### src/gmsp_pkg.sv
// shared types, constants and the modular add function of the grid max score path counter
package gmsp_pkg;

  localparam int VALUE_W = 4;
  localparam int SCORE_W = 13;
  localparam int COUNT_W = 30;
  localparam int CFG_DIM_W = 9;
  localparam int CFG_ADDR_W = 3;
  localparam int CFG_DATA_W = 32;
  localparam int REG_SEL_BIT = 2;
  localparam int DEF_MAX_ROWS = 256;
  localparam int DEF_MAX_COLS = 256;
  localparam int QUEUE_DEPTH = 4;

  localparam logic [CFG_DIM_W-1:0] DEF_DIM = 9'd256;
  localparam logic [COUNT_W-1:0] PRIME_MOD = 30'd1000000007;

  localparam logic REG_NUM_ROWS = 1'b0;
  localparam logic REG_NUM_COLS = 1'b1;

  typedef struct packed {
    logic               reach;
    logic [SCORE_W-1:0] score;
    logic [COUNT_W-1:0] count;
  } cell_state_t;

  typedef struct packed {
    logic [VALUE_W-1:0] value;
    logic               first;
    logic               last;
    logic               blk;
    logic               use_above;
    logic               use_diag;
    logic               use_left;
  } cell_ctl_t;

  function automatic logic [COUNT_W-1:0] mod_add(input logic [COUNT_W-1:0] a,
                                                 input logic [COUNT_W-1:0] b);
    logic [COUNT_W:0] sum;
    sum = {1'b0, a} + {1'b0, b};
    if (sum >= {1'b0, PRIME_MOD}) begin
      sum = sum - {1'b0, PRIME_MOD};
    end
    return sum[COUNT_W-1:0];
  endfunction

endpackage

### src/gmsp_queue.sv
// small word queue between the classifying front and the scoring back
module gmsp_queue #(
  parameter int W = 8,
  parameter int DEPTH = gmsp_pkg::QUEUE_DEPTH
) (
  input  logic         clk,
  input  logic         rst_n,
  input  logic         push,
  input  logic [W-1:0] wr_data,
  input  logic         pop,
  output logic [W-1:0] rd_data,
  output logic         full,
  output logic         not_empty
);
  localparam int PTR_W = (DEPTH > 1) ? $clog2(DEPTH) : 1;
  localparam int CNT_W = $clog2(DEPTH + 1);

  logic [W-1:0]     slot_r [DEPTH];
  logic [PTR_W-1:0] wr_ptr_r, wr_ptr_nxt;
  logic [PTR_W-1:0] rd_ptr_r, rd_ptr_nxt;
  logic [CNT_W-1:0] count_r, count_nxt;

  assign full      = (count_r == CNT_W'(DEPTH));
  assign not_empty = (count_r != '0);
  assign rd_data   = slot_r[rd_ptr_r];

  always_comb begin
    wr_ptr_nxt = wr_ptr_r;
    rd_ptr_nxt = rd_ptr_r;
    count_nxt  = count_r;
    if (push) begin
      wr_ptr_nxt = (wr_ptr_r == PTR_W'(DEPTH - 1)) ? '0 : wr_ptr_r + PTR_W'(1);
    end
    if (pop) begin
      rd_ptr_nxt = (rd_ptr_r == PTR_W'(DEPTH - 1)) ? '0 : rd_ptr_r + PTR_W'(1);
    end
    if (push && !pop) begin
      count_nxt = count_r + CNT_W'(1);
    end else if (pop && !push) begin
      count_nxt = count_r - CNT_W'(1);
    end
  end

  always_ff @(posedge clk) begin
    if (!rst_n) begin
      wr_ptr_r <= '0;
      rd_ptr_r <= '0;
      count_r  <= '0;
    end else begin
      wr_ptr_r <= wr_ptr_nxt;
      rd_ptr_r <= rd_ptr_nxt;
      count_r  <= count_nxt;
    end
  end

  always_ff @(posedge clk) begin
    if (push) begin
      slot_r[wr_ptr_r] <= wr_data;
    end
  end
endmodule

### config.mk
export PLATFORM = sky130hd
export DESIGN_NAME = gmsp_queue
export DESIGN_NICKNAME = d
export VERILOG_FILES = /design/src/gmsp_pkg.sv /design/src/gmsp_queue.sv
export SDC_FILE = /design/constraint.sdc
export NUM_CORES = 1
export LEC_CHECK = 0
export ABC_AREA = 1
export BUFFER_PORTS_ARGS = -buffer_cell sky130_fd_sc_hd__buf_4
export CORE_ASPECT_RATIO = 1.2
export CORE_MARGIN = 1.5
export CORE_UTILIZATION = 30
export DETAILED_ROUTE_END_ITERATION = 10
export PLACE_DENSITY = 0.55
export REMOVE_ABC_BUFFERS = 1
export SETUP_SLACK_MARGIN = 0.05
export SLEW_MARGIN = 20
export SYNTH_ARGS = -nofsm -noshare
export SYNTH_HDL_FRONTEND = slang
export SYNTH_SLANG_ARGS = --single-unit
### constraint.sdc
create_clock -name clk -period 2 [get_ports clk]
set_clock_uncertainty 0.1 [all_clocks]
set_input_delay 0.4 -clock clk [delete_from_list [all_inputs] [get_ports clk]]
set_output_delay 0.4 -clock clk [all_outputs]
set_load 0.05 [all_outputs]
Word level (Yosys, flattened, before mapping)
Memories as Yosys holds them, arrays and structs flattened. A register that Yosys moved wholly into a read port is not among the register bits.
Index checks and enable logic that the tools add are counted.
Word-level totals
  logic and storage cells: 25
  output and inout port bits: 10
  flip-flop bits (word level): 7
  input bits: 12
  bits in writable memories: 32
  memories: 1
Memory list
  slot_r: words 4, width 8, rd ports 1, clocked after memory_dff 1, write ports 1, RTL line gmsp_queue.sv:18  | logic [W-1:0] slot_r [DEPTH];
Operators by class
  mux-type cells: 8
  add/subtract/negate cells: 4
  equality and inequality tests: 3
  reductions and logical operators: 6
Operator list (count)
  two-way mux 2 bit: 4
  two-way mux 3 bit: 2
  adder 2 x 1 -> 2 bit, second input constant: 2
  == test 2 bit, second input constant: 2
  adder 3 x 1 -> 3 bit, second input constant: 1
  == test 3 bit, second input constant: 1
  nonzero test 3 bit: 1
  subtractor 3 x 1 -> 3 bit, second input constant: 1
  logical AND 1 bit: 2
  logical NOT 1 bit: 2
  two-way mux 1 bit: 2
  nonzero test 2 bit: 1

Longest topological paths before layout
Gate-level depths: netlist of run 1.
  depth after elaboration: 4
  depth in mapped cells: 10
  gate-level depth less buffers: 10

Worst setup path after synthesis of run 1
OpenSTA, ideal clock, no wires.
  kind: register -> output
  start point: register count_r[0]
  end point: output full
  buffers on the path: 0
  stages on the path, launching flop included: 2
  setup slack: 0.069 ns
  required time: 1.500 ns
  data arrival time: 1.431 ns
  cell sequence: dfxtp_1 > nor3_1
On the way
  cells in the longest elaborated chain, start to end: 1
RTL lines
  start, declared: RTL line gmsp_queue.sv:21  | logic [CNT_W-1:0] count_r, count_nxt;
  start signal, assigned: RTL line gmsp_queue.sv:52  | count_r <= count_nxt;
  == test 3 bit: RTL line gmsp_queue.sv:23  | assign full = (count_r == CNT_W'(DEPTH));
  end, declared: RTL line gmsp_queue.sv:12  | output logic full,
No other way between the ends.

==> summary.md, run 1 <==
| Metric | Value |
|---|---|
| Worst vdd ir | 0.0004074 V |
| Critical Path Fanout Max | 6 |
| Mapped Area | approximately 0.0017 sq mm |
| Mapped Cells | 136 |
| DRT antenna net count | 0 |
| I/O Buffers | 21 |
| Cts bufs inserted | 5 |
| Placed inst area | about 0.0019 sq mm |
| Critical Path Start Type | flop |
| Synth Area in Compound Gates | 0.1014 |
| Crit path to | rd_data[2] |
| CP endpoint kind | primary output |
| Ys async rst share | 0 |
| Max incr delay on CP | roughly 0.40 ns |
| CTS tree | built |
| Critical path type | reg2out |
| Final hold viol count | 0 |
| Worst-Margin Slew | roughly 0.4 ns |
| Commonest cells in the synthesized netlist | edfxtp_1 (32), nor2_1 (23), inv_1 (15), o21ai_0 (15) |
| Hold path cells | 1 |
| Cell Pwr Density | 940.3 mW/mm^2 |
| CP cell instances | buf_4 > o21ai_0 > o22ai_1 > buf_4 |
| Total number of yosys warnings | 0 |
| Core Area | 0.005298 sq mm |
| #FFs+latches synth | 41 |
| Slew Viols, Final | 0 |
| # rows | 29 |
| Sequential share of the synthesized area | 0.6899 |
| Vias in the first global route | slightly above 1000 |
| Slowest CP cell | dfxtp_2 |
| Routability congestion estimate from global placement | 0.7248 |
| CP most frequent cell | buf_4 |
| Ant. Diodes | 0 |
| Clock transition at path regs | approximately 0.08 ns |
| Post-DP HPWL | 2109 um |
| Vias | around 1000 |
| Share of cells above drive strength 1 | 0.2364 |
| Effective utilization at floorplan | 0.3122 |
| Final setup viols | 0 |
| Grt ovf | 0 |
| Clock sinks | 41 |
| Largest family of logic cells by synthesized area | compound AO/OA/AOI/OAI gates |
| Die Span X | a little over 70 um |
| EDFF count, synth | 32 |
| Power, Total | around 1.9 mW |
| Count leader, synth | edfxtp_1 |
| R2R Path Start | wr_ptr_r[0]$_SDFFE_PN0P_ |
| Crit path time final | about 1.9 ns |
| Max-cap violations | 0 |
| Layout Utilization | 0.3729 |
| Status | complete, no violations |
| Synth-to-layout area growth | 19.44% |
| Final WL | a little under 3000 um |
| Setup bufs post-CTS | 0 |
| Root Buffer | clkbuf_8 |
| Max H-tree Level | 2 |
| Post-synth top area share | 0.5809 |
| Initial antenna violation count | 0 |
| RSZ-0062 raised after global routing | no |
| Leakage power | 0.7877 nW |
| Number of placed I/O pins | 22 |
| Drt drc | 0 |
| Adder-Cell Fraction of Synth Area | 0.05749 |
| Slew headroom | 0.7279 |
| Reg2Reg Setup Slack | around 0.58 ns |
| Worst path depth | 4 |
| Worst path bufs/invs | 2 |
| FMAX | between 500 and 600 MHz |
| Final worst setup slack | about 0.12 ns |
| Critical path required time | around 1.5 ns |
| Synth Area in XOR/XNOR | 0.005295 |
| Avg Inst Size Synth | ~12 sq um |
| DP Worst Slack | about 0.19 ns |
| Post-route cell area | 0.001976 sq mm |
| Final net count | 183 |
| Chip height | ~84 um |
| Yosys cell types | 19 |
| Post-synthesis mux area share | 0 |
| Largest net degree at the start of global routing | 17 |
| Simple-gate area share of the yosys netlist | 0.09607 |
| Iteration-0 DRC count of the detailed router | 66 |
| Post-synth top area cell | edfxtp_1 |
| Clock insertion delay at the later pin of the skew report | approximately 0.29 ns |
| First-pass GRT wire length | between 4000 and 5000 um |
| Clock Tree Buf Depth | 2 |
| Final period util | 0.9416 |
| Die ar. | between 0.005 and 0.006 sq mm |
| Worst min-delay path class | in2reg |
| Per-cell routed wire length | about 13 um |
| Crit path DAT | roughly 1.4 ns |
| End of the worst register-to-register path | slot_r[3][7]$_DFFE_PP_ |
| Cells on worst reg2reg path | 3 |
| Top_reg_cell synth | edfxtp_1 |
| All-Layer GR Usage | 0.1040 |
| CP top delay family | flip-flops |
| DRT Pass-1 Iters | 4 |
| Synth area leaders | edfxtp_1 (58%), dfxtp_1 (11%), nor2_1 (5.2%), ha_1 (4.5%), o21ai_0 (4.5%) |
| Avg Vias per Cell | roughly 4.5 |
[per-stage QoR]
| stage | instances | setup TNS [ns] | hold WS (ns) |
|---|---|---|---|
| 2_1_floorplan | 134 | -0.06597 | 0.3897 |
| 3_3_place_gp | 219 | 0 | 0.3998 |
| 3_5_place_dp | 219 | 0 | 0.4266 |
| 4_1_cts | 227 | 0 | 0.2032 |
| 5_1_grt | 227 | 0 | 0.1994 |
| 6_report | 227 | 0 | 0.2104 |
[flip-flops by register name (all words and copies together), names as in the netlist, named ones only]
register,flops
count_r,3
rd_ptr_r,2
slot_r,32
wr_ptr_r,2
[metal layers]
metal / global-route usage / vias to the layer above / wire length, um / share of wire
met2: 0.1810 / 24 / 1511 / 0.51
li1: - / 529 / - / -
met4: 0.03087 / 0 / 35 / 0.012
met5: 0 / - / 0 / 0
met3: 0.04202 / 6 / 169 / 0.057
met1: 0.1162 / 470 / 1260 / 0.42
[cell type report]
cell class	count	area [sq um]
Multi-Input combinational cell	77	430.4
Tap cell	62	77.57
Clock inverter	3	17.52
Clock buffer	5	68.82
Inverter	16	65.06
Sequential cell	41	1144
Timing Repair Buffer	23	172.7
Fill cell	523	3322
[timing repair]
action                     4_1_cts  5_1_grt
gates resized for setup          3        2
cloned                           0        0
hold buffers                     0        0
setup endpoints to repair        6        4
[power by group]
| group | total [mW] | internal (mW) | switching (mW) | leakage (nW) |
|---|---|---|---|---|
| Combinational | 0.344 | 0.110 | 0.234 | 0.374 |
| Sequential | 0.996 | 0.966 | 0.0292 | 0.369 |
| Clock | 0.518 | 0.241 | 0.277 | 0.0439 |
| Total | 1.86 | 1.32 | 0.540 | 0.788 |
[worst reg2reg max path: stages (launching register included)]
cell and delay [ns]:
dfxtp_1 0.40, ha_1 0.20, nand2_1 0.06, inv_1 0.31
[kinds of logic (layout without fill, tap and decap cells)]
kind of cell               Yosys count  in the layout
DFF                                 41             41
and+or+nand+nor                     39             39
AOI/OAI and AO/OA                   30             30
buffers and inverters               18             47
adders and majority gates            7              7
xor gates and xnor gates             1              1
[worst min path at each step]
stage	from	endpoint
after floorplan	wr_ptr_r[1]$_SDFFE_PN0P_	wr_ptr_r[1]$_SDFFE_PN0P_
after global placement	wr_ptr_r[1]$_SDFFE_PN0P_	wr_ptr_r[1]$_SDFFE_PN0P_
after detailed placement	wr_ptr_r[1]$_SDFFE_PN0P_	wr_ptr_r[1]$_SDFFE_PN0P_
after CTS	wr_data[5]	slot_r[3][5]$_DFFE_PP_
after global routing	wr_data[0]	slot_r[1][0]$_DFFE_PP_
final	wr_data[3]	slot_r[3][3]$_DFFE_PP_
[placed cells by master (no fill, tap or decap), types with 2 or more instances in the layout]
cell | synthesis | routed
dfxtp_2 | 0 | 2
nor3_1 | 3 | 3
nor2_1 | 23 | 23
o22ai_1 | 8 | 8
edfxtp_1 | 32 | 32
clkinv_2 | 0 | 2
o21ai_1 | 2 | 2
o21ai_2 | 2 | 2
buf_4 | 0 | 23
ha_1 | 6 | 6
nor2_2 | 2 | 2
inv_4 | 0 | 2
nand2_1 | 9 | 9
o21ai_0 | 15 | 15
a21oi_1 | 3 | 3
dfxtp_1 | 9 | 7
inv_1 | 15 | 14
clkbuf_8 | 0 | 5
Power figures use the tool's default switching activity.
==> inputs of run 2 (changes only) <==
==> constraint.sdc (replaced) <==
create_clock -name clk -period 2 [get_ports clk]
set_clock_uncertainty 0.1 [all_clocks]
set_input_delay 0.3 -clock clk [delete_from_list [all_inputs] [get_ports clk]]
set_output_delay 0.3 -clock clk [all_outputs]
set_load 0.05 [all_outputs]
==> summary.md, run 2 (synthesized netlist as in run 1, its figures left out) <==
| Metric | Value |
|---|---|
| Commonest non-fill, non-tap cells in the layout | edfxtp_1 (32), nor2_1 (23), buf_4 (23), o21ai_0 (15), inv_1 (14) |
| FMAX | 552.5 MHz (+4.1%) |
| Clock transition at path regs | 0.08 ns (about the same) |
| Leakage power | 0.7874 nW (about the same) |
| Initial antenna violation count | 0 (unchanged) |
| Drt drc | 0 (unchanged) |
| Setup TNS | 0 ns (unchanged) |
| Power, Total | 1.860 mW (+0.13%) |
| Worst min-delay path class | in2reg |
| Slew Viols, Final | 0 (unchanged) |
| Biggest register | slot_r |
| Chip height | 84.34 um (unchanged) |
| Effective utilization at floorplan | 0.3122 (unchanged) |
| Vias in the first global route | 1040 (+1.2%) |
| I/O Buffers | 21 (unchanged) |
| Max H-tree Level | 2 (unchanged) |
| Ant. Diodes | 0 (unchanged) |
| CP endpoint kind | primary output |
| Slew headroom | 0.7103 (-0.01765) |
| Final WL | 3014 um (+1.3%) |
| Critical path required time | 1.60 ns (+0.10 ns) |
| Fill cell count | 517 (-1.1%) |
| Status | complete, no violations |
| Clock sinks | 41 (unchanged) |
| Final hold viol count | 0 (unchanged) |
| Grt ovf | 0 (unchanged) |
| Critical Path Start Type | flop |
| Critical Path Fanout Max | 16 (+10) |
| Cts bufs inserted | 5 (unchanged) |
| Routability congestion estimate from global placement | 0.7251 (about the same) |
| Root Buffer | clkbuf_8 |
| Max reg flops | 32 (unchanged) |
| # rows | 29 (unchanged) |
| Max-cap violations | 0 (unchanged) |
| Post-DP HPWL | 2119 um (+0.49%) |
| Cell Pwr Density | 945.2 mW/mm^2 (+0.52%) |
| Die ar. | 0.005970 sq mm (unchanged) |
| First-pass GRT wire length | 4974 um (+3.1%) |
| DRT antenna net count | 0 (unchanged) |
| Number of placed I/O pins | 22 (unchanged) |
| Critical path type | reg2out |
| Largest net degree at the start of global routing | 17 (unchanged) |
| Worst vdd ir | 0.0003928 V (-3.6%) |
| Worst-Margin Slew | 0.4341 ns (+0.02645 ns) |
| Clock insertion delay at the later pin of the skew report | 0.29 ns (about the same) |
| Share of cells above drive strength 1 | 0.2182 (-0.01818) |
| CTS tree | built |
| Vias | 1050 (+2.0%) |
| Avg Vias per Cell | 4.626 (+2.0%) |
| RSZ-0062 raised after global routing | no |
| Crit path DAT | 1.41 ns (+0.03 ns) |
| Commonest non-fill, non-tap cell in the layout | edfxtp_1 |
| Clock Tree Buf Depth | 2 (unchanged) |
| DRT Pass-1 Iters | 4 (unchanged) |
| Final net count | 183 (unchanged) |
| Per-cell routed wire length | 13.28 um (+1.3%) |
| Core Area | 0.005298 sq mm (unchanged) |
| Die Span X | 70.79 um (unchanged) |
| Final setup viols | 0 (unchanged) |
| Iteration-0 DRC count of the detailed router | 87 (+32%) |
| All-Layer GR Usage | 0.1082 (+0.004213) |
| Setup bufs post-CTS | 0 (unchanged) |
| Top flop regs | slot_r x32, count_r x3 |
| Synth-to-layout area growth | 18.99% |
| Hold Worst Slack | 0.1044 ns (-0.1060 ns) |
| Final period util | 0.9050 (-0.03669) |
| Crit path time final | 1.810 ns (-0.07337 ns) |
## run 2: cell count changes in the layout (fill, tap and decap cells not counted), sizes merged
cell,delta
clkinvlp,-1
clkinv,+1
## run 2: per-stage QoR
step,setup slack [ns],area [sq um],util,std cells
2_1_floorplan,0.08901,1632,-,134
3_3_place_gp,0.3766,1882,0.3552,219
3_5_place_dp,0.3150,1882,0.3552,219
4_1_cts,0.1121,1968,0.3715,227
5_1_grt,0.05488,1968,0.3715,227
6_report,0.1901,1968,0.3715,227
## run 2: what timing repair did
action | 4_1_cts | 5_1_grt
endpoints found under the setup margin | 0 | 5
hold buffers | 0 | 0
gates resized for setup | 0 | 1
## run 2: report_power, final
| group | leakage (nW) | switching [mW] | internal (mW) | total, mW |
|---|---|---|---|---|
| clock | 0.0455 | 0.283 | 0.241 | 0.524 |
| combinational | 0.373 | 0.233 | 0.109 | 0.342 |
| sequential | 0.369 | 0.0283 | 0.966 | 0.994 |
## run 2: routing by layer
metal / GRT usage / vias to the layer above / share of wire
met5: 0 / - / 0
met1: 0.1331 / 491 / 0.45
met4: 0.04631 / 0 / 0.020
met2: 0.1767 / 22 / 0.49
li1: - / 529 / -
met3: 0.03121 / 8 / 0.044
## run 2: path summary, 6_finish.rpt
| path | endpoint | cells past startpoint | slack, ns | start |
|---|---|---|---|---|
| max | rd_data[2] | 4 | 0.19 | flop |
| min | slot_r[2][2]$_DFFE_PP_ | 1 | 0.10 | wr_data[2] |
| max reg2reg | slot_r[3][0]$_DFFE_PP_ | 3 | 0.57 | wr_ptr_r[0]$_SDFFE_PN0P_ |
| min reg2reg | wr_ptr_r[1]$_SDFFE_PN0P_ | 2 | 0.43 | wr_ptr_r[1]$_SDFFE_PN0P_ |
## run 2: worst max-delay path, cell delays in order, from the launching register on
cell and delay [ns]:
dfxtp_1 0.36, inv_2 0.25, o21ai_0 0.15, o22ai_1 0.14
buf_4 0.22
## run 2: layout make-up
type                            instances  area [sq um]  share of cell area
Clock inverter                          3         17.52            0.008900
Clock buffer                            5         68.82             0.03496
Timing Repair Buffer                   23         172.7             0.08773
Tap cell                               62         77.57             0.03942
Sequential cell                        41          1141              0.5798
Inverter                               16         60.06             0.03051
Multi-Input combinational cell         77         430.4              0.2187
