--- src/gmsp_pkg.sv ---
// shared types, constants and the modular add function of the grid max score path counter
package gmsp_pkg;

  localparam int VALUE_W = 4;
  localparam int SCORE_W = 13;
  localparam int COUNT_W = 30;
  localparam int CFG_DIM_W = 9;
  localparam int CFG_ADDR_W = 3;
  localparam int CFG_DATA_W = 32;
  localparam int REG_SEL_BIT = 2;
  localparam int DEF_MAX_ROWS = 256;
  localparam int DEF_MAX_COLS = 256;
  localparam int QUEUE_DEPTH = 4;

  localparam logic [CFG_DIM_W-1:0] DEF_DIM = 9'd256;
  localparam logic [COUNT_W-1:0] PRIME_MOD = 30'd1000000007;

  localparam logic REG_NUM_ROWS = 1'b0;
  localparam logic REG_NUM_COLS = 1'b1;

  typedef struct packed {
    logic               reach;
    logic [SCORE_W-1:0] score;
    logic [COUNT_W-1:0] count;
  } cell_state_t;

  typedef struct packed {
    logic [VALUE_W-1:0] value;
    logic               first;
    logic               last;
    logic               blk;
    logic               use_above;
    logic               use_diag;
    logic               use_left;
  } cell_ctl_t;

  function automatic logic [COUNT_W-1:0] mod_add(input logic [COUNT_W-1:0] a,
                                                 input logic [COUNT_W-1:0] b);
    logic [COUNT_W:0] sum;
    sum = {1'b0, a} + {1'b0, b};
    if (sum >= {1'b0, PRIME_MOD}) begin
      sum = sum - {1'b0, PRIME_MOD};
    end
    return sum[COUNT_W-1:0];
  endfunction

endpackage

--- src/gmsp_in_if.sv ---
// cell input channel interface
interface gmsp_in_if;
  logic                        valid;
  logic                        ready;
  logic [gmsp_pkg::VALUE_W-1:0] cell_value;
  logic                        blocked;

  modport source (output valid, output cell_value, output blocked, input ready);
  modport sink (input valid, input cell_value, input blocked, output ready);
endinterface

--- src/gmsp_front.sv ---
// front end: accepts cells, tracks grid position and classifies each cell
module gmsp_front #(
  parameter int MAX_ROWS = gmsp_pkg::DEF_MAX_ROWS,
  parameter int MAX_COLS = gmsp_pkg::DEF_MAX_COLS,
  parameter int ROW_W = $clog2(MAX_ROWS),
  parameter int COL_W = $clog2(MAX_COLS)
) (
  input  logic                clk,
  input  logic                rst_n,
  gmsp_in_if.sink             in_ch,
  input  logic [ROW_W-1:0]    rows_m1,
  input  logic [COL_W-1:0]    cols_m1,
  input  logic                restart,
  input  logic                q_full,
  output logic                q_push,
  output gmsp_pkg::cell_ctl_t q_ctl,
  output logic [COL_W-1:0]    q_col
);
  import gmsp_pkg::*;

  logic [ROW_W-1:0] row_r, row_nxt;
  logic [COL_W-1:0] col_r, col_nxt;
  logic             first, last_col, last, cols_one;

  assign in_ch.ready = !q_full;
  assign q_push      = in_ch.valid && !q_full;
  assign q_col       = col_r;

  always_comb begin
    first    = (row_r == '0) && (col_r == '0);
    last_col = (col_r == cols_m1);
    last     = (row_r == rows_m1) && last_col;
    cols_one = (cols_m1 == '0);

    q_ctl.value     = (first || last) ? '0 : in_ch.cell_value;
    q_ctl.blk       = (first || last) ? 1'b0 : in_ch.blocked;
    q_ctl.first     = first;
    q_ctl.last      = last;
    q_ctl.use_above = (row_r != '0) && !cols_one;
    q_ctl.use_diag  = (row_r != '0) && (col_r != '0);
    q_ctl.use_left  = (col_r != '0) || ((row_r != '0) && cols_one);

    row_nxt = row_r;
    col_nxt = col_r;
    if (restart) begin
      row_nxt = '0;
      col_nxt = '0;
    end else if (q_push) begin
      if (last) begin
        row_nxt = '0;
        col_nxt = '0;
      end else if (last_col) begin
        row_nxt = row_r + ROW_W'(1);
        col_nxt = '0;
      end else begin
        col_nxt = col_r + COL_W'(1);
      end
    end
  end

  always_ff @(posedge clk) begin
    if (!rst_n) begin
      row_r <= '0;
      col_r <= '0;
    end else begin
      row_r <= row_nxt;
      col_r <= col_nxt;
    end
  end
endmodule

--- src/flat_wrapper.sv ---
// flat-port wrapper written by rule: the top's interface ports become plain ports
module gmsp_front_flat import gmsp_pkg::*;
#(
  parameter int MAX_ROWS = gmsp_pkg::DEF_MAX_ROWS,
  parameter int MAX_COLS = gmsp_pkg::DEF_MAX_COLS,
  parameter int ROW_W = $clog2(MAX_ROWS),
  parameter int COL_W = $clog2(MAX_COLS)
)
  (clk, rst_n, rows_m1, cols_m1, restart, q_full, q_push, q_ctl, q_col, in_ch_valid, in_ch_cell_value, in_ch_blocked, in_ch_ready);
  gmsp_in_if in_ch_i ();
  input  logic clk;
  input  logic rst_n;
  input  logic [ROW_W-1:0] rows_m1;
  input  logic [COL_W-1:0] cols_m1;
  input  logic restart;
  input  logic q_full;
  output logic q_push;
  output gmsp_pkg::cell_ctl_t q_ctl;
  output logic [COL_W-1:0] q_col;
  input wire logic [$bits(in_ch_i.valid)-1:0] in_ch_valid;
  input wire logic [$bits(in_ch_i.cell_value)-1:0] in_ch_cell_value;
  input wire logic [$bits(in_ch_i.blocked)-1:0] in_ch_blocked;
  output wire logic [$bits(in_ch_i.ready)-1:0] in_ch_ready;
  assign in_ch_i.valid = in_ch_valid;
  assign in_ch_i.cell_value = in_ch_cell_value;
  assign in_ch_i.blocked = in_ch_blocked;
  assign in_ch_ready = in_ch_i.ready;
  gmsp_front #(.MAX_ROWS(MAX_ROWS), .MAX_COLS(MAX_COLS), .ROW_W(ROW_W), .COL_W(COL_W)) u_core (.clk(clk), .rst_n(rst_n), .in_ch(in_ch_i), .rows_m1(rows_m1), .cols_m1(cols_m1), .restart(restart), .q_full(q_full), .q_push(q_push), .q_ctl(q_ctl), .q_col(q_col));
endmodule
--- config.mk ---
export PLATFORM = sky130hd
export DESIGN_NAME = gmsp_front_flat
export DESIGN_NICKNAME = d
export VERILOG_FILES = /design/src/gmsp_pkg.sv /design/src/gmsp_in_if.sv /design/src/gmsp_front.sv /design/src/flat_wrapper.sv
export SDC_FILE = /design/constraint.sdc
export NUM_CORES = 1
export LEC_CHECK = 0
export BUFFER_PORTS_ARGS = -buffer_cell sky130_fd_sc_hd__buf_2
export CORE_MARGIN = 5
export CORE_UTILIZATION = 40
export CTS_BUF_LIST = sky130_fd_sc_hd__clkbuf_8
export DETAILED_ROUTE_END_ITERATION = 12
export GPL_TIMING_DRIVEN = 0
export PLACE_DENSITY = 0.68
export SKIP_LAST_GASP = 1
export SYNTH_ARGS = -nofsm -noshare
export SYNTH_HDL_FRONTEND = slang
export SYNTH_SLANG_ARGS = --single-unit
--- constraint.sdc ---
create_clock -name clk -period 3.7 [get_ports clk]
set_input_delay 0.74 -clock clk [delete_from_list [all_inputs] [get_ports clk]]
set_output_delay 0.74 -clock clk [all_outputs]
set_load 0.005 [all_outputs]
# Word level (Yosys, flattened, before mapping)
# Index checks and enable logic that the tools add are counted.
[word_totals] reg_bits=16 latch_bits=0 ram_bits=0 mem_bits_ro=0 input_bits=26 out_inout_bits=20 memories=0
[op_classes] addsub=2 multipliers=0 n_div=0 order_cmp=0 eq_ne=2 shifts=0 mux=6 bitwise=1 n_reduce_logical=18
[ops] operator="8-bit two-way mux" n=4
[ops] operator="8-bit logical NOT" n=3
[ops] operator="8-bit by 1-bit adder with 8-bit output, second input constant" n=2
[ops] operator="8-bit equality test" n=2
[ops] operator="8-bit nonzero test" n=2
[ops] operator="1-bit logical AND" n=6
[ops] operator="4-bit two-way mux" n=1
[ops] operator="1-bit logical NOT" n=2
[ops] operator="1-bit logical OR" n=2
[ops] operator="2-bit AND reduction" n=1
[ops] operator="2-bit nonzero test" n=1
[ops] operator="2-bit OR reduction" n=1
[ops] operator="1-bit two-way mux" n=1
[ops] operator="1-bit inverter" n=1

# Depth between registers and ports, before layout
# Gate-level depths: netlist of the first run.
[depth] ltp_word=4 mapped_depth=7 mapped_depth_nobuf=7

# Least setup slack after synthesis of the first run
# OpenSTA, ideal clock, no wires.
[synth_timing] kind="input -> output" startpoint="in rows_m1[3]" endpoint="out q_ctl[3] (netlist bit)" t_arrival_ns=1.703 required_time_ns=2.960 setup_slack_ns=1.257 stages=5 n_path_buf=0 path_cell_list="xor2_1 nor4_1 nand2_2 o21bai_4 nor2_1"
[synth_lines] item="start: declaration" line="flat_wrapper.sv:13" rtl="input logic [ROW_W-1:0] rows_m1;"
[synth_lines] item="end: declaration" line="flat_wrapper.sv:18" rtl="output gmsp_pkg::cell_ctl_t q_ctl;"

==> impl_summary.log, run 1 <==
INFO  metric slew_headroom = 0.696
INFO  metric number_of_synthesized_flops_with_an_enable_pin = 0
INFO  metric dominant_combinational_cell_family_by_area_after_synthesis = simple AND/OR/NAND/NOR gates
INFO  metric crit_path_start_kind = input pin
INFO  metric tritoncts_buffers = 3
INFO  metric grt_overflow = 0
INFO  metric antenna_found_initial = 0
INFO  metric route.detailed.drc = 0
INFO  metric area_growth = 26.9%
INFO  metric postCtsSetupRepairBufs = 0
INFO  metric cts-root-to-sink-buffers = 2
INFO  metric final.min_clock_period = between 2 and 3 ns
INFO  metric first_global_vias = about 1200
INFO  metric wl_per_cell = between 10 and 15 um
INFO  metric power_density = approximately 250 nW/um2
INFO  metric synthesized_area_fraction_occupied_by_adder_cells = 0.0421
INFO  metric route.antenna.remaining_nets = 0
INFO  metric port_buffers = 45
INFO  metric rsz_0062_raised_after_global_routing = false
INFO  metric yosys.area_share.simple = 0.325
INFO  metric worst_skew_pair.late_latency = between 0.2 and 0.3 ns
INFO  metric vias = about 1200
INFO  metric drt-initial-drc-count = 29
INFO  metric hold_viol = 0
INFO  metric die_area = about 4200 um2
INFO  metric max-cap-violations = 0
INFO  metric design.core.area = about 2800 um2
INFO  metric dr.pass1.iters = 4
INFO  metric fin_nets = 227
INFO  metric num_antenna_cells = 0
INFO  metric place.gp.congestion = between 0.8 and 0.9
INFO  metric synthesis.yosys.warnings = 0
INFO  metric hold_path_depth = 2
INFO  metric fin_skew = around 0.0016 ns
INFO  metric synthArstFlopShare = 0
INFO  metric maximum_clock_frequency = about 360 MHz
INFO  metric tightest_slew = 0.452 ns
INFO  metric synth_ff_type = sky130_fd_sc_hd__dfxtp_1
INFO  metric highest_count_cells_in_the_layout_ignoring_fill_and_taps = sky130_fd_sc_hd__buf_2 (46), sky130_fd_sc_hd__xor2_1 (22), sky130_fd_sc_hd__nor2_1 (19)
INFO  metric final-max-slew-violation-count = 0
INFO  metric hold_path_class = reg -> reg
INFO  metric run_status = finished, final reports clean
INFO  metric class_of_the_most_critical_setup_path = in -> out
INFO  metric grt_max_degree = 11
INFO  metric drt_wl_total = just under 3 mm
INFO  metric total_cell_area_at_the_placement_stage = ~1500 um2
INFO  metric ios = 46
INFO  metric mostFrequentLayoutCell = sky130_fd_sc_hd__buf_2
INFO  metric synth.area.mux_share = 0.00843
INFO  metric postLayoutCellArea = 1510 um2
INFO  metric max-vdd-ir-drop = around 0.00021 V
INFO  metric yosysUniqueCellTypes = 36
INFO  metric fin_tns_setup = 0 ns
INFO  metric power_leakage = slightly above 0.7 nW
INFO  metric place.detailed.hpwl = roughly 2.4 mm
INFO  metric cts_root_buf = sky130_fd_sc_hd__clkbuf_8
INFO  metric grt_first_pass_wirelength = 5.30 mm
INFO  metric cts_tree = built
INFO  metric clock-sinks = 16
INFO  metric drive_gt1_frac = 0.327
INFO  metric die_width = roughly 64 um
INFO  metric ys_seq_area_frac = 0.270
INFO  metric synthXorXnorAreaFrac = 0.170
INFO  metric row_count = 19
INFO  metric detail_route.vias_per_cell = 5.12
INFO  metric clock_pin_slew_on_the_worst_setup_and_hold_paths = roughly 0.060 ns
INFO  metric ctsHtreeMaxLevel = 1
INFO  metric period_share = 0.759
INFO  metric syn_inst = 147
INFO  metric timing.critical_path.fanout_max = 10
INFO  metric floorplan.die.height = about 64 um
INFO  metric post_cts_resize_count = 0
INFO  metric crit_required = between 2 and 3 ns
INFO  metric synthesis.area = approximately 1200 um2
INFO  metric length_in_cells_of_the_worst_reg_to_reg_path = 5
INFO  metric synth_area_per_cell = just over 8 um2
INFO  metric cts-hold-fix-buffers = 0
INFO  metric reg2reg_slack = between 2 and 2.5 ns
INFO  metric critical_path_arrival = between 2 and 2.5 ns
INFO  metric grt_usage = 0.157
INFO  metric setup-violations-final = 0
INFO  metric crit_path_end_kind = output pin
INFO  metric yosys_register_bits = 16
INFO  metric hold_ws = roughly 0.54 ns
INFO  metric initial_core_util = 0.423
INFO  metric synthesis.nets = roughly 180
INFO  metric synth_compound_gate_area_share = 0.118
[cells in the mapped netlist, types with 2 or more instances]
cell,count,area [um2]
sky130_fd_sc_hd__xor2_1,22,193
sky130_fd_sc_hd__nor4_1,4,25.0
sky130_fd_sc_hd__inv_1,12,45.0
sky130_fd_sc_hd__and3_1,2,12.5
sky130_fd_sc_hd__nand4_1,2,12.5
sky130_fd_sc_hd__dfxtp_1,16,320
sky130_fd_sc_hd__nand2_1,11,41.3
sky130_fd_sc_hd__buf_4,2,15.0
sky130_fd_sc_hd__nor2b_1,2,12.5
sky130_fd_sc_hd__o21ai_0,2,10.0
sky130_fd_sc_hd__nor4_4,2,42.5
sky130_fd_sc_hd__ha_1,4,50.1
sky130_fd_sc_hd__a21oi_1,4,20.0
sky130_fd_sc_hd__o22ai_1,6,37.5
sky130_fd_sc_hd__nand3_1,8,40.0
sky130_fd_sc_hd__a21boi_0,6,45.0
sky130_fd_sc_hd__nor2_1,19,71.3
sky130_fd_sc_hd__or3_1,5,31.3
[cell type report]
cell class	count	area, um2
plain buffers	5	35.0
clock buffers	4	55.1
fillers	258	1300
inverters	12	45.0
multi-input cells	114	787
flip-flops and latches	16	320
well taps	31	38.8
repair buffers	45	225
[metrics by stage]
step	power (mW)	utilization	instances	setup WS (ns)
global route	0.393	0.537	227	0.737
floorplan	0.200	-	147	1.26
finish	0.375	0.537	227	0.892
global placement	0.222	0.517	223	0.900
detailed placement	0.224	0.517	223	0.867
CTS	0.379	0.537	227	0.864
[registers in the layout (all words and copies together) (netlist names)]
name	flops
u_core.q_col	8
u_core.row_r	8
[report_power, final]
part	switching, mW	internal [mW]
registers	0.00106	0.173
logic	0.0230	0.0228
clock network	0.0609	0.0944
[routing by layer]
metal | track usage | share of wire | routed length (um) | up-vias
met4 | 0.0317 | 0.0092 | 27 | 0
met5 | 0 | 0 | 0 | -
met1 | 0.179 | 0.42 | 1240 | 522
met2 | 0.293 | 0.50 | 1480 | 40
li1 | - | - | - | 597
met3 | 0.0432 | 0.063 | 184 | 4
[cells by family (layout without fill, tap and decap cells)]
group	count (synthesis)	after routing
XOR/XNOR	23	23
AO/OA/AOI/OAI	20	20
buffers and inverters	17	66
adder cells (fa/ha/maj)	4	4
multiplexers	1	1
flip-flops	16	16
AND/OR/NAND/NOR	66	66
[path summary, 6_finish.rpt]
kind                                                    from                           end
worst min register to register  u_core.row_r[7]$_SDFFE_PP0P_  u_core.row_r[7]$_SDFFE_PP0P_
worst max-delay path                              rows_m1[7]                      q_ctl[7]
worst max register to register  u_core.row_r[4]$_SDFFE_PP0P_  u_core.row_r[3]$_SDFFE_PP0P_
worst min-delay path            u_core.row_r[7]$_SDFFE_PP0P_  u_core.row_r[7]$_SDFFE_PP0P_
[worst max-delay path, cell delays in order]
cell,delay (ns)
sky130_fd_sc_hd__buf_2,0.10
sky130_fd_sc_hd__xor2_1,0.14
sky130_fd_sc_hd__nor4_1,0.41
sky130_fd_sc_hd__nand2_2,0.25
sky130_fd_sc_hd__o21bai_4,0.24
sky130_fd_sc_hd__nor2_1,0.07
sky130_fd_sc_hd__buf_2,0.12
Power figures use the tool's default switching activity.
==> run 2, diff against run 1 <==
--- a/config.mk
+++ b/config.mk
@@ -11,7 +11,7 @@
 export CTS_BUF_LIST = sky130_fd_sc_hd__clkbuf_8
 export DETAILED_ROUTE_END_ITERATION = 12
 export GPL_TIMING_DRIVEN = 0
-export PLACE_DENSITY = 0.68
+export PLACE_DENSITY = 0.7
 export SKIP_LAST_GASP = 1
 export SYNTH_ARGS = -nofsm -noshare
 export SYNTH_HDL_FRONTEND = slang
==> constraint.sdc (replaced) <==
create_clock -name clk -period 2.54 [get_ports clk]
set_input_delay 0.508 -clock clk [delete_from_list [all_inputs] [get_ports clk]]
set_output_delay 0.508 -clock clk [all_outputs]
set_load 0.005 [all_outputs]
==> run 2 against run 1 <==
Effect of this change: clock skew barely moved; die area did not move; setup slack got worse by 0.80 ns; sequential share of layout area barely moved; total power rose by 36%; worst hold slack got worse by 0.0027 ns; via count rose by 3.6%; sequential cell count did not move; global-route usage fell by 0.19 points; clock power rose by 21%; sequential power rose by 43%; critical endpoint is now q_ctl[8].
==> impl_summary.log, run 2 (synthesis results as in run 1) <==
INFO  metric critical_path_arrival = between 1.5 and 2 ns
INFO  metric place.detailed.hpwl = around 2.4 mm
INFO  metric worst_skew_pair.late_latency = roughly 0.24 ns
INFO  metric crit_path_start_kind = flip-flop
INFO  metric fin_nets = approximately 230
INFO  metric route.antenna.remaining_nets = 0
INFO  metric grt_first_pass_wirelength = 5.29 mm
INFO  metric area_growth = 32.0%
INFO  metric row_count = 19
INFO  metric crit_required = 2.03 ns
INFO  metric drt-initial-drc-count = 20
INFO  metric cts-hold-fix-buffers = 0
INFO  metric max-cap-violations = 0
INFO  metric critical-path-max-stage-delay = 0.46 ns
INFO  metric post-layout-total-power = 0.511 mW
INFO  metric die_area = ~4200 um2
INFO  metric power_density = between 300 and 400 nW/um2
INFO  metric max-vdd-ir-drop = around 0.00022 V
INFO  metric drive_gt1_frac = 0.381
INFO  metric clock-sinks = 16
INFO  metric path_cells = inv_1 -> ha_1 -> or4b_4 -> nor4_4 -> and2_4 -> o21bai_4 -> nor2_1 -> buf_2
INFO  metric initial_core_util = 0.423
INFO  metric timing.critical_path.fanout_max = 6
INFO  metric vias = between 1000 and 1500
INFO  metric highest_count_cells_in_the_layout_ignoring_fill_and_taps = sky130_fd_sc_hd__buf_2 (46), sky130_fd_sc_hd__xor2_1 (22), sky130_fd_sc_hd__nor2_1 (19)
INFO  metric critical-path-slowest-cell = sky130_fd_sc_hd__or4b_4
INFO  metric finish.cell_count_without_fillers = between 200 and 250
INFO  metric cts-root-to-sink-buffers = 2
INFO  metric clock_pin_slew_on_the_worst_setup_and_hold_paths = 0.06 ns
INFO  metric class_of_the_most_critical_setup_path = reg -> out
INFO  metric ctsHtreeMaxLevel = 1
INFO  metric numPlacedInstances = around 220
INFO  metric route.detailed.drc = 0
INFO  metric period_share = 0.963
INFO  metric grt_max_degree = 11
INFO  metric hold_viol = 0
INFO  metric tightest_slew = a little over 0.4 ns
INFO  metric hold_ws = ~0.54 ns
INFO  metric cts_tree = built
INFO  metric setup-violations-final = 0
INFO  metric wl_per_cell = approximately 13 um
INFO  metric power_leakage = roughly 0.74 nW
INFO  metric mostFrequentLayoutCell = sky130_fd_sc_hd__buf_2
INFO  metric tritoncts_buffers = 3
INFO  metric fin_tns_setup = 0 ns
INFO  metric fin_skew = around 0.0016 ns
INFO  metric detail_route.vias_per_cell = just over 5
INFO  metric ios = between 40 and 50
INFO  metric floorplan.die.height = around 64 um
INFO  metric grt_usage = 0.155
INFO  metric drt_wl_total = between 3 and 4 mm
INFO  metric cts_root_buf = sky130_fd_sc_hd__clkbuf_8
INFO  metric antenna_found_initial = 0
INFO  metric first_global_vias = ~1200
INFO  metric run_status = finished, final reports clean
INFO  metric final-max-slew-violation-count = 0
INFO  metric grt_overflow = 0
INFO  metric final.min_clock_period = approximately 2.4 ns
INFO  metric maximum_clock_frequency = just over 400 MHz
INFO  metric place.gp.congestion = 0.792
INFO  metric num_antenna_cells = 0
INFO  metric dr.pass1.iters = 4
INFO  metric port_buffers = 45
INFO  metric rsz_0062_raised_after_global_routing = true
INFO  metric crit_path_end_kind = output pin
INFO  metric design.core.area = 2810 um2
INFO  metric hold_path_class = reg -> reg
INFO  metric die_width = 64.5 um
INFO  metric slew_headroom = 0.726
## run 2: repair_timing
item | CTS | global route
pin swaps | 3 | 3
setup buffers | 7 | 0
setup endpoints to repair | 5 | 9
endpoints found under the hold margin | 0 | 0
gates resized for setup | 8 | 2
## run 2: layer usage
| layer | GRT usage | up-vias | wire length [um] |
|---|---|---|---|
| met2 | 0.273 | 37 | 1570 |
| met1 | 0.184 | 550 | 1290 |
| met5 | 0 | - | 0 |
| met4 | 0.0607 | 0 | 43 |
| li1 | - | 612 | - |
| met3 | 0.0328 | 6 | 173 |
## run 2: worst paths after layout
kind	slack, ns	start	endpoint	depth (start not counted)
max	0.1	u_core.row_r[1]$_SDFFE_PP0P_	q_ctl[8]	8
min	0.54	u_core.row_r[1]$_SDFFE_PP0P_	u_core.row_r[1]$_SDFFE_PP0P_	2
max reg2reg	0.77	u_core.q_col[4]$_SDFFE_PP0P_	u_core.q_col[3]$_SDFFE_PP0P_	5
min reg2reg	0.54	u_core.row_r[1]$_SDFFE_PP0P_	u_core.row_r[1]$_SDFFE_PP0P_	2
## run 2: critical path, delay by kind of cell, from the launching register on
kind            cells  cell delay, ns
buf+inv             2            0.19
fa+ha+maj           1            0.12
simple gates        4            0.91
flops               1            0.35
compound gates      1            0.13
## run 2: layout make-up
cell class,count,area [um2]
Fill cell,274,1240
Timing Repair Buffer,52,278
Sequential cell,16,333
Tap cell,31,38.8
Multi-Input combinational cell,114,797
Buffer,5,35.0
Inverter,12,45.0
Clock buffer,3,41.3
## run 2: where the power goes
group          total (mW)  internal [mW]  switching [mW]
Combinational      0.0735         0.0372          0.0364
Clock               0.188          0.105          0.0834
Sequential          0.249          0.249        0.000357
## run 2: per-stage QoR
step | instance area (um2) | setup WS (ns) | utilization
after floorplan | 1190 | 0.458 | -
after global placement | 1450 | 0.230 | 0.517
after detailed placement | 1450 | 0.186 | 0.517
after CTS | 1560 | 0.00783 | 0.557
after global routing | 1570 | -0.0138 | 0.559
final | 1570 | 0.0950 | 0.559
==> run 3, diff against run 2 <==
--- a/config.mk
+++ b/config.mk
@@ -10,7 +10,6 @@
 export CORE_UTILIZATION = 40
 export CTS_BUF_LIST = sky130_fd_sc_hd__clkbuf_8
 export DETAILED_ROUTE_END_ITERATION = 12
-export GPL_TIMING_DRIVEN = 0
 export PLACE_DENSITY = 0.7
 export SKIP_LAST_GASP = 1
 export SYNTH_ARGS = -nofsm -noshare
==> run 3 against run 2 <==
Effect of this change: final cell count shrank 1.7%; die area is the same; clock-buffer cell count grew 1; sequential cell count is the same; total power grew 8.0%; via count shrank 0.41%; worst hold slack lost 0.0072 ns; register-to-register slack lost 0.04 ns; combinational power shrank 3%; largest cell class unchanged; non-clock buffer count shrank 5; utilization shrank 0.80 points.
==> impl_summary.log, run 3 (synthesis results as in run 1) <==
INFO  metric first_global_vias = 1200
INFO  metric ios = 46
INFO  metric finish.cell_count_without_fillers = about 230
INFO  metric clock-sinks = 16
INFO  metric floorplan.die.height = 64.5 um
INFO  metric drt_wl_total = 3.14 mm
INFO  metric cts-root-to-sink-buffers = 2
INFO  metric drt-initial-drc-count = 24
INFO  metric dr.pass1.iters = 4
INFO  metric area_growth = 30.1%
INFO  metric num_antenna_cells = 0
INFO  metric maximum_clock_frequency = just over 400 MHz
INFO  metric place.detailed.hpwl = around 2.5 mm
INFO  metric detail_route.vias_per_cell = roughly 5.2
INFO  metric antenna_found_initial = 0
INFO  metric slew_headroom = 0.631
INFO  metric design.core.area = between 2000 and 3000 um2
INFO  metric vias = 1200
INFO  metric drive_gt1_frac = 0.379
INFO  metric crit_path_end_kind = output pin
INFO  metric core_util_final = 0.551
INFO  metric grt_max_degree = 11
INFO  metric final.min_clock_period = about 2.5 ns
INFO  metric crit_path_start_kind = flip-flop
INFO  metric cts_tree = built
INFO  metric route.detailed.drc = 0
INFO  metric fin_skew = around 0.0023 ns
INFO  metric tightest_slew = approximately 0.55 ns
INFO  metric clock_pin_slew_on_the_worst_setup_and_hold_paths = 0.07 ns
INFO  metric rsz_0062_raised_after_global_routing = true
INFO  metric fin_nets = about 230
INFO  metric crit_required = around 2.0 ns
INFO  metric wl_met2 = approximately 1.6 mm
INFO  metric tritoncts_buffers = 3
INFO  metric ctsHtreeMaxLevel = 1
INFO  metric critical_path_arrival = 1.97 ns
INFO  metric route.antenna.remaining_nets = 0
INFO  metric period_share = 0.976
INFO  metric die_area = a little over 4000 um2
INFO  metric timing.critical_path.fanout_max = 5
INFO  metric hold_path_class = reg -> reg
INFO  metric grt_overflow = 0
INFO  metric cts_root_buf = sky130_fd_sc_hd__clkbuf_8
INFO  metric run_status = finished, final reports clean
INFO  metric wl_per_cell = between 10 and 15 um
INFO  metric mostFrequentLayoutCell = sky130_fd_sc_hd__buf_2
INFO  metric grt_usage = 0.153
INFO  metric routed.top_layer = met4
INFO  metric met3RoutedLength = 173 um
INFO  metric power_leakage = ~0.72 nW
INFO  metric port_buffers = 45
INFO  metric place.gp.congestion = ~0.81
INFO  metric grt_first_pass_wirelength = between 5 and 6 mm
INFO  metric class_of_the_most_critical_setup_path = reg -> out
INFO  metric worst_skew_pair.late_latency = around 0.25 ns
INFO  metric cts-hold-fix-buffers = 0
INFO  metric final-max-slew-violation-count = 0
INFO  metric total_cell_area_at_the_placement_stage = ~1400 um2
INFO  metric max-vdd-ir-drop = roughly 0.00018 V
INFO  metric numPlacedInstances = roughly 220
INFO  metric power_density = between 300 and 400 nW/um2
INFO  metric die_width = between 60 and 70 um
INFO  metric max-cap-violations = 0
INFO  metric row_count = 19
INFO  metric setup-violations-final = 0
INFO  metric hold_viol = 0
INFO  metric routedLengthMet1 = 1.34 mm
INFO  metric initial_core_util = 0.423
INFO  metric postLayoutCellArea = 1550 um2
INFO  metric highest_count_cells_in_the_layout_ignoring_fill_and_taps = sky130_fd_sc_hd__buf_2 (45), sky130_fd_sc_hd__xor2_1 (22), sky130_fd_sc_hd__nor2_1 (19)
-- run 3: power breakdown --
| group | switching [mW] | leakage [nW] | internal, mW |
|---|---|---|---|
| clock | 0.0912 | 0.0288 | 0.138 |
| combinational | 0.0357 | 0.563 | 0.0358 |
| sequential | 0.000444 | 0.131 | 0.252 |
| total | 0.127 | 0.722 | 0.425 |
-- run 3: through the flow --
stage / setup slack [ns] / hold slack, ns / setup TNS [ns] / power, mW
after global placement: 0.317 / 0.520 / 0 / 0.324
final: 0.0597 / 0.532 / 0 / 0.552
after CTS: 0.00586 / 0.530 / 0 / 0.555
after detailed placement: 0.258 / 0.533 / 0 / 0.326
after floorplan: 0.458 / 0.479 / 0 / 0.291
after global routing: -0.0266 / 0.553 / -0.101 / 0.581
-- run 3: area by class of cell --
| type | instances | area, um2 |
|---|---|---|
| multi-input combinational | 114 | 803 |
| timing repair buffer | 52 | 278 |
| fill | 265 | 1260 |
| sequential | 16 | 325 |
| tap | 31 | 38.8 |
| inverter | 12 | 45.0 |
| clock buffer | 4 | 55.1 |
-- run 3: worst max-delay path: stages (launching register included) --
cell and delay, ns:
sky130_fd_sc_hd__dfxtp_2 0.32, sky130_fd_sc_hd__inv_2 0.06, sky130_fd_sc_hd__ha_4 0.11, sky130_fd_sc_hd__or4b_4 0.48, sky130_fd_sc_hd__nor4_4 0.24, sky130_fd_sc_hd__and2_4 0.19
sky130_fd_sc_hd__o21bai_4 0.13, sky130_fd_sc_hd__nor2_1 0.07, sky130_fd_sc_hd__buf_2 0.12
-- run 3: worst paths after layout --
path	slack, ns	start	endpoint	cells past startpoint
worst min register to register	0.53	u_core.row_r[1]$_SDFFE_PP0P_	u_core.row_r[1]$_SDFFE_PP0P_	2
worst max-delay path	0.06	u_core.q_col[1]$_SDFFE_PP0P_	q_ctl[8]	8
worst max register to register	0.73	u_core.q_col[4]$_SDFFE_PP0P_	u_core.row_r[3]$_SDFFE_PP0P_	5
worst min-delay path	0.53	u_core.row_r[1]$_SDFFE_PP0P_	u_core.row_r[1]$_SDFFE_PP0P_	2
-- run 3: timing repair --
item	in CTS	in global routing
setup buffers	1	2
pin swaps	1	4
gates resized for setup	2	7
endpoints found under the setup margin	5	5
gates cloned	0	0
-- run 3: layer usage --
| layer | track usage | vias to the layer above |
|---|---|---|
| met1 | 0.176 | 556 |
| met4 | 0.0396 | 0 |
| met2 | 0.286 | 41 |
| met3 | 0.0328 | 4 |
| li1 | - | 599 |
| met5 | 0 | - |
